### src/design/bchd_pkg.sv
package bchd_pkg;

    localparam int BUTTON_W = 32;
    localparam int HOTKEY_W = 5;
    localparam int INDEX_W  = 2;

    localparam logic [BUTTON_W-1:0] BTN_2     = 32'h0000_0100;
    localparam logic [BUTTON_W-1:0] BTN_1     = 32'h0000_0200;
    localparam logic [BUTTON_W-1:0] BTN_B     = 32'h0000_0400;
    localparam logic [BUTTON_W-1:0] BTN_A     = 32'h0000_0800;
    localparam logic [BUTTON_W-1:0] BTN_MINUS = 32'h0000_1000;
    localparam logic [BUTTON_W-1:0] BTN_Z     = 32'h0000_2000;
    localparam logic [BUTTON_W-1:0] BTN_C     = 32'h0000_4000;

    localparam int MINUS_BIT = 12;

    localparam logic [HOTKEY_W-1:0] HK_SAVE         = 5'h01;
    localparam logic [HOTKEY_W-1:0] HK_RESTORE      = 5'h02;
    localparam logic [HOTKEY_W-1:0] HK_POWERUP      = 5'h04;
    localparam logic [HOTKEY_W-1:0] HK_RELOAD_START = 5'h08;
    localparam logic [HOTKEY_W-1:0] HK_RELOAD_HERE  = 5'h10;

    typedef struct packed {
        logic [BUTTON_W-1:0] prev_buttons;
        logic [HOTKEY_W-1:0] held;
        logic                chord_used;
        logic [BUTTON_W-1:0] suppress;
    } ctrl_state_t;

    localparam ctrl_state_t CTRL_STATE_RESET = '0;

endpackage

### src/design/bchd_step.sv
module bchd_step (
    input  bchd_pkg::ctrl_state_t                 state_cur,
    input  logic                                  sideways_layout,
    input  logic [bchd_pkg::BUTTON_W-1:0]         buttons,
    output bchd_pkg::ctrl_state_t                 state_new,
    output logic [bchd_pkg::BUTTON_W-1:0]         passed_buttons,
    output logic [bchd_pkg::HOTKEY_W-1:0]         hotkeys_pressed,
    output logic [bchd_pkg::HOTKEY_W-1:0]         hotkeys_held
);

    logic [bchd_pkg::BUTTON_W-1:0] chord_btn [3];
    logic [bchd_pkg::HOTKEY_W-1:0] chord_hk  [3];
    logic [bchd_pkg::BUTTON_W-1:0] restore_btn;

    always_comb
    begin
        if (sideways_layout)
        begin
            chord_btn[0] = bchd_pkg::BTN_1;
            chord_btn[1] = bchd_pkg::BTN_2;
            chord_btn[2] = bchd_pkg::BTN_A;
            restore_btn  = bchd_pkg::BTN_B;
        end
        else
        begin
            chord_btn[0] = bchd_pkg::BTN_B;
            chord_btn[1] = bchd_pkg::BTN_A;
            chord_btn[2] = bchd_pkg::BTN_Z;
            restore_btn  = bchd_pkg::BTN_C;
        end
        chord_hk[0] = bchd_pkg::HK_RELOAD_START;
        chord_hk[1] = bchd_pkg::HK_RELOAD_HERE;
        chord_hk[2] = bchd_pkg::HK_POWERUP;
    end

    always_comb
    begin
        state_new = state_cur;
        if ((buttons & bchd_pkg::BTN_MINUS) != '0)
        begin
            state_new.suppress = state_new.suppress | bchd_pkg::BTN_MINUS;
            for (int i = 0; i < 3; i++)
            begin
                if ((buttons & chord_btn[i]) != '0)
                begin
                    state_new.held       = state_new.held | chord_hk[i];
                    state_new.suppress   = state_new.suppress | chord_btn[i];
                    state_new.chord_used = 1'b1;
                end
                else
                begin
                    state_new.held = state_new.held & ~chord_hk[i];
                end
            end
        end
        else if ((state_cur.prev_buttons & bchd_pkg::BTN_MINUS) != '0)
        begin
            state_new.held = '0;
            if (state_cur.chord_used)
                state_new.chord_used = 1'b0;
            else
                state_new.held = bchd_pkg::HK_SAVE;
        end
        else
        begin
            state_new.held = state_new.held & ~bchd_pkg::HK_SAVE;
        end

        if ((buttons & restore_btn) != '0)
        begin
            state_new.held     = state_new.held | bchd_pkg::HK_RESTORE;
            state_new.suppress = state_new.suppress | restore_btn;
        end
        else
        begin
            state_new.held = state_new.held & ~bchd_pkg::HK_RESTORE;
        end

        state_new.prev_buttons = buttons;
        state_new.suppress     = state_new.suppress & buttons;
    end

    assign passed_buttons  = buttons & ~state_new.suppress;
    assign hotkeys_pressed = state_new.held & ~state_cur.held;
    assign hotkeys_held    = state_new.held;

endmodule

### src/design/button_chord_hotkey_decoder.sv
// Button chord hotkey decoder.
// Input channel (in_valid/in_ready): one poll of one controller per transaction,
// with controller_index, sideways_layout and the raw 32-bit buttons word.
// Output channel (out_valid/out_ready): one result per poll, in poll order,
// with passed_buttons, hotkeys_pressed and hotkeys_held.
// Per controller the block holds the previous buttons, the held hotkeys, a
// chord-used flag and a suppression mask in flip-flops.
// An accepted poll passes through the input register, then the result
// register, before it is presented on the output.
// Throughput: one poll per cycle while out_ready is high, also back to back on the
// same controller, since its state is updated as the result register loads.
// A poll whose index is NUM_CONTROLLERS or more passes buttons unchanged,
// reports no hotkeys and leaves all state alone.
// Reset clears all per-controller state and both valid flags.
// When the receiver stalls, the result register holds its transaction; the
// input register still takes one more poll, then in_ready drops until the
// output transaction completes.
module button_chord_hotkey_decoder #(
    parameter int NUM_CONTROLLERS = 4
) (
    input  logic                          clk,
    input  logic                          rst_n,
    input  logic                          in_valid,
    output logic                          in_ready,
    input  logic [bchd_pkg::INDEX_W-1:0]  controller_index,
    input  logic                          sideways_layout,
    input  logic [bchd_pkg::BUTTON_W-1:0] buttons,
    output logic                          out_valid,
    input  logic                          out_ready,
    output logic [bchd_pkg::BUTTON_W-1:0] passed_buttons,
    output logic [bchd_pkg::HOTKEY_W-1:0] hotkeys_pressed,
    output logic [bchd_pkg::HOTKEY_W-1:0] hotkeys_held
);

    localparam int SEL_W = (NUM_CONTROLLERS > 1) ? $clog2(NUM_CONTROLLERS) : 1;
    localparam int CMP_W = 5;

    logic                          in_valid_reg;
    logic [bchd_pkg::INDEX_W-1:0]  index_reg;
    logic                          side_reg;
    logic [bchd_pkg::BUTTON_W-1:0] btn_reg;

    logic                          out_valid_reg;
    logic [bchd_pkg::BUTTON_W-1:0] passed_reg;
    logic [bchd_pkg::HOTKEY_W-1:0] pressed_reg;
    logic [bchd_pkg::HOTKEY_W-1:0] held_reg;

    bchd_pkg::ctrl_state_t         state_reg [NUM_CONTROLLERS];
    bchd_pkg::ctrl_state_t         state_next;

    logic [CMP_W-1:0]              index_ext;
    logic                          hit;
    logic [SEL_W-1:0]              sel;
    logic                          advance;

    logic [bchd_pkg::BUTTON_W-1:0] step_passed;
    logic [bchd_pkg::HOTKEY_W-1:0] step_pressed;
    logic [bchd_pkg::HOTKEY_W-1:0] step_held;

    assign index_ext = {{(CMP_W - bchd_pkg::INDEX_W){1'b0}}, index_reg};
    assign hit       = (index_ext < CMP_W'(NUM_CONTROLLERS));
    assign sel       = index_ext[SEL_W-1:0];
    assign advance   = in_valid_reg && (!out_valid_reg || out_ready);
    assign in_ready  = !in_valid_reg || advance;

    bchd_step u_step (
        .state_cur       (state_reg[sel]),
        .sideways_layout (side_reg),
        .buttons         (btn_reg),
        .state_new       (state_next),
        .passed_buttons  (step_passed),
        .hotkeys_pressed (step_pressed),
        .hotkeys_held    (step_held)
    );

    always_ff @(posedge clk or negedge rst_n)
    begin
        if (!rst_n)
        begin
            in_valid_reg <= 1'b0;
        end
        else if (in_ready)
        begin
            in_valid_reg <= in_valid;
        end
    end

    always_ff @(posedge clk)
    begin
        if (in_ready && in_valid)
        begin
            index_reg <= controller_index;
            side_reg  <= sideways_layout;
            btn_reg   <= buttons;
        end
    end

    always_ff @(posedge clk or negedge rst_n)
    begin
        if (!rst_n)
        begin
            out_valid_reg <= 1'b0;
        end
        else if (advance)
        begin
            out_valid_reg <= 1'b1;
        end
        else if (out_ready)
        begin
            out_valid_reg <= 1'b0;
        end
    end

    always_ff @(posedge clk)
    begin
        if (advance)
        begin
            if (hit)
            begin
                passed_reg  <= step_passed;
                pressed_reg <= step_pressed;
                held_reg    <= step_held;
            end
            else
            begin
                passed_reg  <= btn_reg;
                pressed_reg <= '0;
                held_reg    <= '0;
            end
        end
    end

    always_ff @(posedge clk or negedge rst_n)
    begin
        if (!rst_n)
        begin
            for (int i = 0; i < NUM_CONTROLLERS; i++)
                state_reg[i] <= bchd_pkg::CTRL_STATE_RESET;
        end
        else if (advance && hit)
        begin
            state_reg[sel] <= state_next;
        end
    end

    assign out_valid       = out_valid_reg;
    assign passed_buttons  = passed_reg;
    assign hotkeys_pressed = pressed_reg;
    assign hotkeys_held    = held_reg;

    a_stall_blocks_input: assert property (@(posedge clk) disable iff (!rst_n)
        in_valid_reg && out_valid_reg && !out_ready |-> !in_ready)
        else $error("input taken while both stages are full and stalled");

    a_miss_passes: assert property (@(posedge clk) disable iff (!rst_n)
        advance && !hit |=> hotkeys_held == '0 && hotkeys_pressed == '0
            && passed_buttons == $past(btn_reg))
        else $error("out-of-range poll altered its result");

    a_passed_subset: assert property (@(posedge clk) disable iff (!rst_n)
        advance |=> (passed_buttons & ~$past(btn_reg)) == '0)
        else $error("passed buttons not a subset of polled buttons");

    a_pressed_in_held: assert property (@(posedge clk) disable iff (!rst_n)
        out_valid_reg |-> (hotkeys_pressed & ~hotkeys_held) == '0)
        else $error("pressed hotkey not held");

    a_minus_suppressed: assert property (@(posedge clk) disable iff (!rst_n)
        advance && hit && btn_reg[bchd_pkg::MINUS_BIT]
            |=> !passed_buttons[bchd_pkg::MINUS_BIT])
        else $error("minus passed through while held");

endmodule

### config.mk
export PLATFORM = sky130hd
export DESIGN_NAME = button_chord_hotkey_decoder
export DESIGN_NICKNAME = d
export VERILOG_FILES = /design/src/design/bchd_pkg.sv /design/src/design/bchd_step.sv /design/src/design/button_chord_hotkey_decoder.sv
export SDC_FILE = /design/constraint.sdc
export NUM_CORES = 1
export LEC_CHECK = 0
export ABC_AREA = 1
export BUFFER_PORTS_ARGS = -buffer_cell sky130_fd_sc_hd__buf_4
export CORE_MARGIN = 10
export CORE_UTILIZATION = 55
export DETAILED_ROUTE_END_ITERATION = 8
export GPL_TIMING_DRIVEN = 0
export PLACE_DENSITY_LB_ADDON = 0.05
export SLEW_MARGIN = 20
export SYNTH_ARGS = -nofsm -noshare
export SYNTH_HDL_FRONTEND = slang
export SYNTH_SLANG_ARGS = --single-unit
### constraint.sdc
create_clock -name clk -period 4.95 [get_ports clk]
set_input_delay 0 -clock clk [delete_from_list [all_inputs] [get_ports clk]]
set_output_delay 0 -clock clk [all_outputs]
set_load 0.01 [all_outputs]
== Yosys cells after proc, flatten, opt, wreduce, memory -nomap -nowiden ==
Index checks and enable logic that the tools add are counted.

* Output and inout port bits: 44
* Word-level logic and storage cells: 80
* Flip-flop bits (word level): 359

* $lt $le $gt $ge: 3
* Reduce and logical (&&, ||, !) cells: 13
* Muxes and demuxes: 26
* Bitwise gates (word level): 14

{| class="wikitable"
|+ Operator list
! cell !! number
|-
| 280-bit bitwise mux || 1
|-
| 32-bit bitwise AND || 6
|-
| 33-bit 2-to-1 mux || 5
|-
| 70-bit binary-select mux with 2-bit select || 1
|-
| 70-bit demux with 2-bit select || 1
|-
| 32-bit OR || 4
|-
| 32-bit nonzero test || 4
|-
| 51-bit 2-to-1 mux || 2
|-
| 32-bit 2-to-1 mux || 3
|-
| 75-bit 2-to-1 mux || 1
|-
| 70-bit 2-to-1 mux || 1
|-
| 32-bit inverter || 1
|-
| 15-bit 2-to-1 mux || 1
|-
| 5-bit 2-to-1 mux || 2
|-
| 6-bit 2-to-1 mux || 1
|-
| 5-bit bitwise AND || 1
|-
| 5-bit inverter || 1
|-
| 1-bit logical AND || 4
|-
| 1-bit 2-to-1 mux || 4
|-
| 4-bit 2-to-1 mux || 1
|-
| 3-bit greater-or-equal comparator, second input constant || 1
|-
| 2-bit by 3-bit < comparator with 1-bit output, second input constant || 1
|-
| 3-bit by 1-bit < comparator with 1-bit output, second input constant || 1
|-
| 3-bit 2-to-1 mux || 1
|-
| other kinds (5) || 7
|}

== Logic depth before layout (Yosys ltp) ==
Gate-level depths: netlist (run 1).

* Word-level depth: 19
* Mapped depth: 11

== Modules after synthesis ==
A second synthesis (run 1) with hierarchy kept.

* Cells, all modules: 2075
* Area, all modules: 16992.5 um^2

{| class="wikitable"
|+ Modules (own cells, without submodules)
! module !! cells each !! area each (um^2) !! times used
|-
| button_chord_hotkey_decoder || 1869 || 15955.3 || 1
|-
| bchd_step || 206 || 1037.2 || 1
|}

== Worst setup path after synthesis (run 1) ==
OpenSTA, ideal clock, no wires.

* Kind: flip-flop to flip-flop
* Start: register out_valid_reg, in the netlist out_valid
* End: register held_reg (netlist bit hotkeys_held[0]), enable pin
* Setup time: 396 ps
* Clock period less this slack: 1894 ps
* Arrival: 1497 ps
* Stages on the path, launching flop included: 4
* Slack: 3056 ps
* Path buffers: 0
* Path through: dfrtp_1 > nand2_1 > nand2_2 > inv_1

* Cells in the longest elaborated chain, start to end: 3

{| class="wikitable"
|+ RTL lines
! element !! RTL line !! RTL
|-
| from (decl) || button_chord_hotkey_decoder.sv:43 || <nowiki>logic out_valid_reg;</nowiki>
|-
| from (signal assigned) || button_chord_hotkey_decoder.sv:102 || <nowiki>out_valid_reg <= 1'b0;</nowiki>
|-
| from (signal assigned) || button_chord_hotkey_decoder.sv:106 || <nowiki>out_valid_reg <= 1'b1;</nowiki>
|-
| from (signal assigned) || button_chord_hotkey_decoder.sv:110 || <nowiki>out_valid_reg <= 1'b0;</nowiki>
|-
| 1-bit zero test || button_chord_hotkey_decoder.sv:63 || <nowiki>assign advance = in_valid_reg && (!out_valid_reg || out_ready);</nowiki>
|-
| 1-bit logical OR || button_chord_hotkey_decoder.sv:63 ||
|-
| 1-bit logical AND || button_chord_hotkey_decoder.sv:63 ||
|-
| via advance || button_chord_hotkey_decoder.sv:54 || <nowiki>logic advance;</nowiki>
|-
| to (signal assigned) || button_chord_hotkey_decoder.sv:122 || <nowiki>held_reg <= step_held;</nowiki>
|-
| to (decl) || button_chord_hotkey_decoder.sv:46 || <nowiki>logic [bchd_pkg::HOTKEY_W-1:0] held_reg;</nowiki>
|}

The timed path passes the listed nets, and every way through them passes these cells.
A chain may end at the register's enable or synchronous reset.

== Final worst setup path (run 1) ==
* Start: register index_reg[1] (netlist name)
* End: register state_reg[29] (netlist name)

* Cells in the longest elaborated chain, start to end: 17
* Elaborated cells between the ends (all ways): 24

{| class="wikitable"
|+ RTL lines
! element !! RTL line !! RTL
|-
| from (decl) || button_chord_hotkey_decoder.sv:39 || <nowiki>logic [bchd_pkg::INDEX_W-1:0] index_reg;</nowiki>
|-
| from (signal assigned) || button_chord_hotkey_decoder.sv:92 || <nowiki>index_reg <= controller_index;</nowiki>
|-
| 2-bit inverter with 3-bit output (implied by the code) || button_chord_hotkey_decoder.sv:67, button_chord_hotkey_decoder.sv:142 ||
|-
| 70-bit binary-select mux with 2-bit select || button_chord_hotkey_decoder.sv:67 || <nowiki>.state_cur (state_reg[sel]),</nowiki>
|-
| 51-bit 2-to-1 mux (implied by the code) (2 in series) || button_chord_hotkey_decoder.sv:67 ||
|-
| 32-bit OR || bchd_step.sv:47 || <nowiki>state_new.suppress = state_new.suppress | chord_btn[i];</nowiki>
|-
| 33-bit 2-to-1 mux || bchd_step.sv:44 || <nowiki>if ((buttons & chord_btn[i]) != '0)</nowiki>
|-
| 33-bit 2-to-1 mux || bchd_step.sv:39 || <nowiki>if ((buttons & bchd_pkg::BTN_MINUS) != '0)</nowiki>
|-
| 32-bit OR || bchd_step.sv:47 ||
|-
| 33-bit 2-to-1 mux || bchd_step.sv:44 ||
|-
| 33-bit 2-to-1 mux || bchd_step.sv:39 ||
|-
| 32-bit OR || bchd_step.sv:47 ||
|-
| 33-bit 2-to-1 mux || bchd_step.sv:44 ||
|-
| 32-bit 2-to-1 mux || bchd_step.sv:39 ||
|-
| 32-bit OR || bchd_step.sv:72 || <nowiki>state_new.suppress = state_new.suppress | restore_btn;</nowiki>
|-
| 32-bit 2-to-1 mux || bchd_step.sv:69 || <nowiki>if ((buttons & restore_btn) != '0)</nowiki>
|-
| 32-bit bitwise AND || bchd_step.sv:80 || <nowiki>state_new.suppress = state_new.suppress & buttons;</nowiki>
|-
| 280-bit bitwise mux || button_chord_hotkey_decoder.sv:142 || <nowiki>state_reg[sel] <= state_next;</nowiki>
|-
| to (signal, indexed assignment) || button_chord_hotkey_decoder.sv:138 || <nowiki>state_reg[i] <= bchd_pkg::CTRL_STATE_RESET;</nowiki>
|-
| to (signal, indexed assignment) || button_chord_hotkey_decoder.sv:142 ||
|-
| to (decl) || button_chord_hotkey_decoder.sv:48 || <nowiki>bchd_pkg::ctrl_state_t state_reg [NUM_CONTROLLERS];</nowiki>
|}

Several ways; a longest one is shown, not always the timed one. The select of a mux whose other input is x is not followed.

==> impl_metrics.toml, run 1 <==
[status]
status = "complete, no violations"

[synth]
synthTopCellsByCount = "nand2_1, dfrtp_1, nand3_1"
yosysSeqAreaShare = 0.619
ys_seq_elements = 231
syn_area_sq_um = 9960
syn_avg_cell_area_sq_um = 9.23
yosysWarnings = 0
synthFlopType = "dfrtp_1"
yosys-top-cells-area = "dfrtp_1, edfxtp_1, nand2_1"
async_flop_share = 0.667
synth_top_area_share = 0.387
syn-instance-count = 1080
synth_fp_nets = 1119
synthDistinctLibCells = 29
synth-edff-count = 77
synth_top_cell_by_area = "dfrtp_1"
synthMostInstantiatedCell = "nand2_1"

[setup_path]
crit_buf_inv = 2
cp_data_required_time_ns = 5.37
crit_type = "reg2reg"
start_kind = "flip-flop"
cp-end-kind = "flip-flop"
arrival_ns = 2.39
cpPeakStageDelay_ns = 0.54
critPathSlowestCell = "clkbuf_1"
cp_max_fo = 10
path_cells = "buf_4, nand2_2, nor2_2, clkbuf_1, nand3_1, o21ai_0"
cp_top_family = "buffers and inverters"

[timing]
clock.fmax_mhz = 507
hold-worst-slack_ns = 0.0127
tightest_slew_ns = 0.641
max_slew_margin = 0.573
tns_ns = 0
finalSetupViolations = 0
skew_ns = 0.0152
rsz0062_at_grt = "no"
drv_slew = 0
period_needed_ns = 1.97
finalHoldViolCount = 0
setup_slack_ns = 2.98
finalCritPeriodShare = 0.398

[grt]
grt_pass1_vias = 7931
grt.total_usage = 0.221
antenna_found_initial = 0
grt_pass1_wl_microns = 42900
grt_max_degree = 96
overflow = 0

[finish]
synthToLayoutAreaGrowth_pct = 21.7
nFillCells = 1492
drive_gt1_frac = 0.158
nNetsFinal = 1271
multiInputGateArea_sq_um = 3230
largest_register_ffs = 152
final_cells = 1480
antenna_cells = 0
final-seq-area_sq_um = 6170

[drt]
ant_nets = 0
drc = 0
postRouteWirelength_microns = 26000
first_pass_iters = 5
routed_via_density = 5.34
wl_per_cell_microns = 17.6
first_iter_violations = 624
via_count = 7897

[die]
initial_core_util = 0.557
die_x_microns = 155
die_area_sq_um = 23900
num_io_pins = 83
dieHeight_microns = 155
core-area_sq_um = 17900
placement_rows = 49

[clock_network]
clk_pin_slew_ns = 0.06
cts.sinks = 231
cts_tree = "done"
cts_root_buf = "clkbuf_16"
cts_made_buffers = 25
htree_num_levels = 1
insertion_delay_ns = 0.52
clockBufferDepth = 3
cts_setup_buffers = 0

[placement]
dp_worst_setup_slack_ns = 3.00
place_congestion = 0.826
placement.io_buffers = 82
placed_cells = 1394
dp_hpwl_microns = 16700

[power_and_ir_drop]
p_per_area_nw_per_um2 = 415
p_leak_nw = 6.05
totalPowerFinal_mw = 5.03
ir_worst_vdd_v = 0.000461

[hold_path]
min_path_type = "in2async"

[flow_run]
cap_violations = 0
worst reg2reg max path, stage by stage, from the launching register on:
cell and delay, ns:
edfxtp_1 0.32, buf_4 0.19, nand2_2 0.23, nor2_2 0.36, clkbuf_1 0.54, nand3_1 0.14
o21ai_0 0.11
report_power, final:
part	switching [mW]	internal [mW]	total [mW]
Sequential	0.156	2.28	2.44
Combinational	0.510	0.310	0.820
Clock	0.732	1.04	1.78
cells in the final DEF, fill, tap and decap left out, drive strengths merged:
| cell type | netlist | routed |
|---|---|---|
| nand2 | 444 | 444 |
| dfrtp | 154 | 154 |
| nand3 | 144 | 144 |
| buf | 39 | 124 |
| edfxtp | 77 | 77 |
| inv | 70 | 71 |
| nor2 | 62 | 62 |
| clkbuf | 9 | 47 |
| dlygate4sd3 | 0 | 40 |
| o21ai | 26 | 26 |
| a21oi | 18 | 18 |
| a22oi | 16 | 16 |
| nand4 | 15 | 15 |
| clkinv | 0 | 6 |
| o21a | 1 | 1 |
| o22ai | 1 | 1 |
| o221ai | 1 | 1 |
| a21boi | 1 | 1 |
| or2 | 1 | 1 |
| bufinv | 0 | 1 |
| conb | 1 | 1 |
cell type report:
type	instances	share of cell area
Tap cell	229	0.0236
Clock buffer	38	0.0589
Multi-Input combinational cell	731	0.266
Timing Repair Buffer	125	0.0906
Clock inverter	8	0.00547
Buffer	48	0.0249
Inverter	70	0.0221
Sequential cell	231	0.508
stage by stage:
| step | utilization | instance area (sq um) |
|---|---|---|
| 2_1_floorplan | - | 9960 |
| 3_3_place_gp | 0.607 | 10900 |
| 3_5_place_dp | 0.612 | 10900 |
| 4_1_cts | 0.678 | 12100 |
| 5_1_grt | 0.678 | 12100 |
| 6_report | 0.678 | 12100 |
worst paths after layout:
kind                       cells past startpoint  slack, ns            from        endpoint
max                                            6       2.98    index_reg[1]   state_reg[29]
min in group clk                               2       0.18      buttons[3]      btn_reg[3]
min reg2reg                                    2       0.48  state_reg[173]  state_reg[173]
max in group asynchronous                      3       4.14           rst_n   state_reg[88]
min                                            2       0.01           rst_n  state_reg[246]
max reg2reg                                    6       2.98    index_reg[1]   state_reg[29]
cell families (layout without fill, tap and decap cells):
family / Yosys count / after routing / share of synthesized area
buffers and inverters: 118 / 289 / 0.0571
flip-flops: 231 / 231 / 0.619
AND/OR/NAND/NOR: 666 / 666 / 0.286
other: 1 / 1 / 0.000376
AO/OA/AOI/OAI: 64 / 64 / 0.0372
routing by layer:
| metal | vias to the layer above | wire length, microns | track usage |
|---|---|---|---|
| li1 | 3820 | - | - |
| met1 | 3781 | 11400 | 0.294 |
| met2 | 254 | 12500 | 0.367 |
| met3 | 42 | 1520 | 0.0380 |
| met4 | 0 | 579 | 0.0589 |
| met5 | - | 0 | 0 |
timing repair:
action                     4_1_cts  5_1_grt
hold endpoints to repair       191        0
setup endpoints to repair        0        0
hold buffers                    40        0
gates resized for setup          0        0
No activity file was read; power rests on OpenSTA's default activity.
==> run 2, diff against run 1 <==
==> constraint.sdc (replaced) <==
create_clock -name clk -period 1.84 [get_ports clk]
set_input_delay 0 -clock clk [delete_from_list [all_inputs] [get_ports clk]]
set_output_delay 0 -clock clk [all_outputs]
set_load 0.01 [all_outputs]
==> run 2 against run 1 <==
Global-route usage is 0.20 points lower. Worst hold slack improved by 0.0044 ns. Sequential share of layout area down 0.15 points. Worst setup slack worse by 2.9 ns. Cell area grew 0.30%. Via count up 1.4%. Fmax increased by 12%. Die area is the same. Clock-buffer cell count fell by 5. Clock power rose to 2.7 times the previous value. Largest power group unchanged. Highest routed layer unchanged.
==> impl_metrics.toml, run 2 (synthesized netlist as in run 1, its figures left out) <==
[status]
status = "complete, no violations"

[finish]
final_cell_mix = "nand2_1, dfrtp_1, nand3_1, buf_4, edfxtp_1"
layout_commonest_cell = "nand2_1"
final_area_sq_um = 12200
final_cells = 1481
antenna_cells = 0
synthToLayoutAreaGrowth_pct = 22.1
largest_register_ffs = 152
nNetsFinal = 1272
drive_gt1_frac = 0.165

[power_and_ir_drop]
swShare = 0.283
p_per_area_nw_per_um2 = 1110
comb_power_share = 0.164
power.share.clock = 0.352
ir_worst_vdd_v = 0.00112
pwr-share-seq = 0.484
p_int_mw = 9.72
switchingPower_mw = 3.84
p_leak_nw = 6.06

[placement]
place_congestion = 0.848
placement.io_buffers = 82
placed_cells = 1393
place_area_sq_um = 10900
dp_hpwl_microns = 16700

[die]
dieHeight_microns = 155
core-area_sq_um = 17900
die_area_sq_um = 23900
die_x_microns = 155
initial_core_util = 0.557
num_io_pins = 83
placement_rows = 49

[grt]
grt_pass1_vias = 7934
overflow = 0
met1_usage = 0.296
antenna_found_initial = 0
grt_pass1_wl_microns = 42300
grtUsageMet2 = 0.348
grt.total_usage = 0.219
grtUsageMet3 = 0.0433
busiest_layer = "met2"
grt_max_degree = 89

[clock_network]
cts_tree = "done"
cts_made_buffers = 25
clockBufferDepth = 3
insertion_delay_ns = 0.53
cts.sinks = 231
clk_pin_slew_ns = 0.06
htree_num_levels = 1
cts_root_buf = "clkbuf_16"

[drt]
wl_per_cell_microns = 17.8
via_count = 8008
first_pass_iters = 5
ant_nets = 0
routed_via_density = 5.41
drc = 0
first_iter_violations = 713
postRouteWirelength_microns = 26400

[setup_path]
cp-end-kind = "flip-flop"
crit_type = "reg2reg"
cp_max_fo = 9
start_kind = "flip-flop"
cp_top_family = "buffers and inverters"
arrival_ns = 2.16
cpPeakStageDelay_ns = 0.50
path_cells = "buf_6, nor2_8, inv_2, nor2_4, inv_2, clkbuf_4, nand2_1, nand2_1"
critPathSlowestCell = "edfxtp_1"
cp_data_required_time_ns = 2.25
cp-startpoint = "index_reg[0]"
rr_startpoint = "index_reg[0]"
crit_buf_inv = 4

[timing]
max_slew_margin = 0.601
finalHoldViolCount = 0
skew_ns = 0.0142
rsz0062_at_grt = "yes"
period_needed_ns = 1.76
clock.fmax_mhz = 569
finalSetupViolations = 0
drv_slew = 0
tightest_slew_ns = 0.597
finalCritPeriodShare = 0.955

[flow_run]
cap_violations = 0

[hold_path]
min_path_type = "in2async"
run 2: changes by cell type in the layout (fill, tap and decap cells not counted), moves of 2 or more:
cell / before / now
buf_2: 25 / 15
clkbuf_1: 18 / 8
buf_4: 85 / 94
clkbuf_2: 0 / 5
clkbuf_4: 0 / 4
clkinv_1: 2 / 5
clkinvlp_4: 0 / 3
inv_2: 9 / 7
nand2_2: 10 / 8
nand2_4: 0 / 2
run 2: area by class of cell:
cell class,count,area [sq um]
flip-flops and latches,231,6170
fillers,1435,5740
multi-input cells,731,3240
repair buffers,126,1080
clock buffers,33,686
plain buffers,47,329
well taps,229,287
inverters,70,274
clock inverters,13,90.1
repair inverters,1,7.51
run 2: power groups by stage:
stage | clock (mW) | sequential (mW) | combinational, mW
3_3_place_gp | 0 | 6.62 | 2.06
5_1_grt | 5.03 | 6.63 | 2.51
4_1_cts | 4.84 | 6.54 | 2.22
2_1_floorplan | 0 | 6.60 | 1.26
6_report | 4.78 | 6.55 | 2.22
3_5_place_dp | 0 | 6.62 | 2.13
run 2: per-stage QoR:
step	setup TNS [ns]	utilization	power, mW	hold slack [ns]	setup WS, ns
floorplan	0	-	7.86	-0.296	0.0748
global placement	-42.48	0.607	8.68	0.178	-0.419
detailed placement	-17.83	0.610	8.75	-0.0144	-0.387
CTS	0	0.678	13.6	0.0351	0.0401
global route	-0.000277	0.680	14.2	0.0555	-0.000277
finish	0	0.680	13.6	0.0171	0.0833
run 2: metal layers:
metal	vias to the layer above	part of all wire
met2	256	0.47
met3	43	0.067
met1	3883	0.44
met4	0	0.024
met5	-	0
li1	3826	-
run 2: what timing repair did:
item                                    4_1_cts  5_1_grt
cloned                                        1        0
hold endpoints to repair                    197        0
pin swaps                                     1        2
hold buffers                                 39        0
resized for setup                             7       20
buffers inserted                              2        1
endpoints found under the setup margin       89       86
run 2: path summary, 6_finish.rpt:
path,to,slack (ns),depth (start not counted)
setup reg to reg,state_reg[237],0.08,8
hold reg to reg,state_reg[166],0.48,2
max in group asynchronous,state_reg[87],1.01,3
min in group clk,btn_reg[5],0.19,2
setup / recovery,state_reg[237],0.08,8
hold / removal,state_reg[260],0.02,2
run 2: worst reg2reg max path, stage by stage, from the launching register on:
cell,delay [ns]
edfxtp_1,0.50
buf_6,0.21
nor2_8,0.16
inv_2,0.07
nor2_4,0.23
inv_2,0.11
clkbuf_4,0.21
nand2_1,0.09
nand2_1,0.06
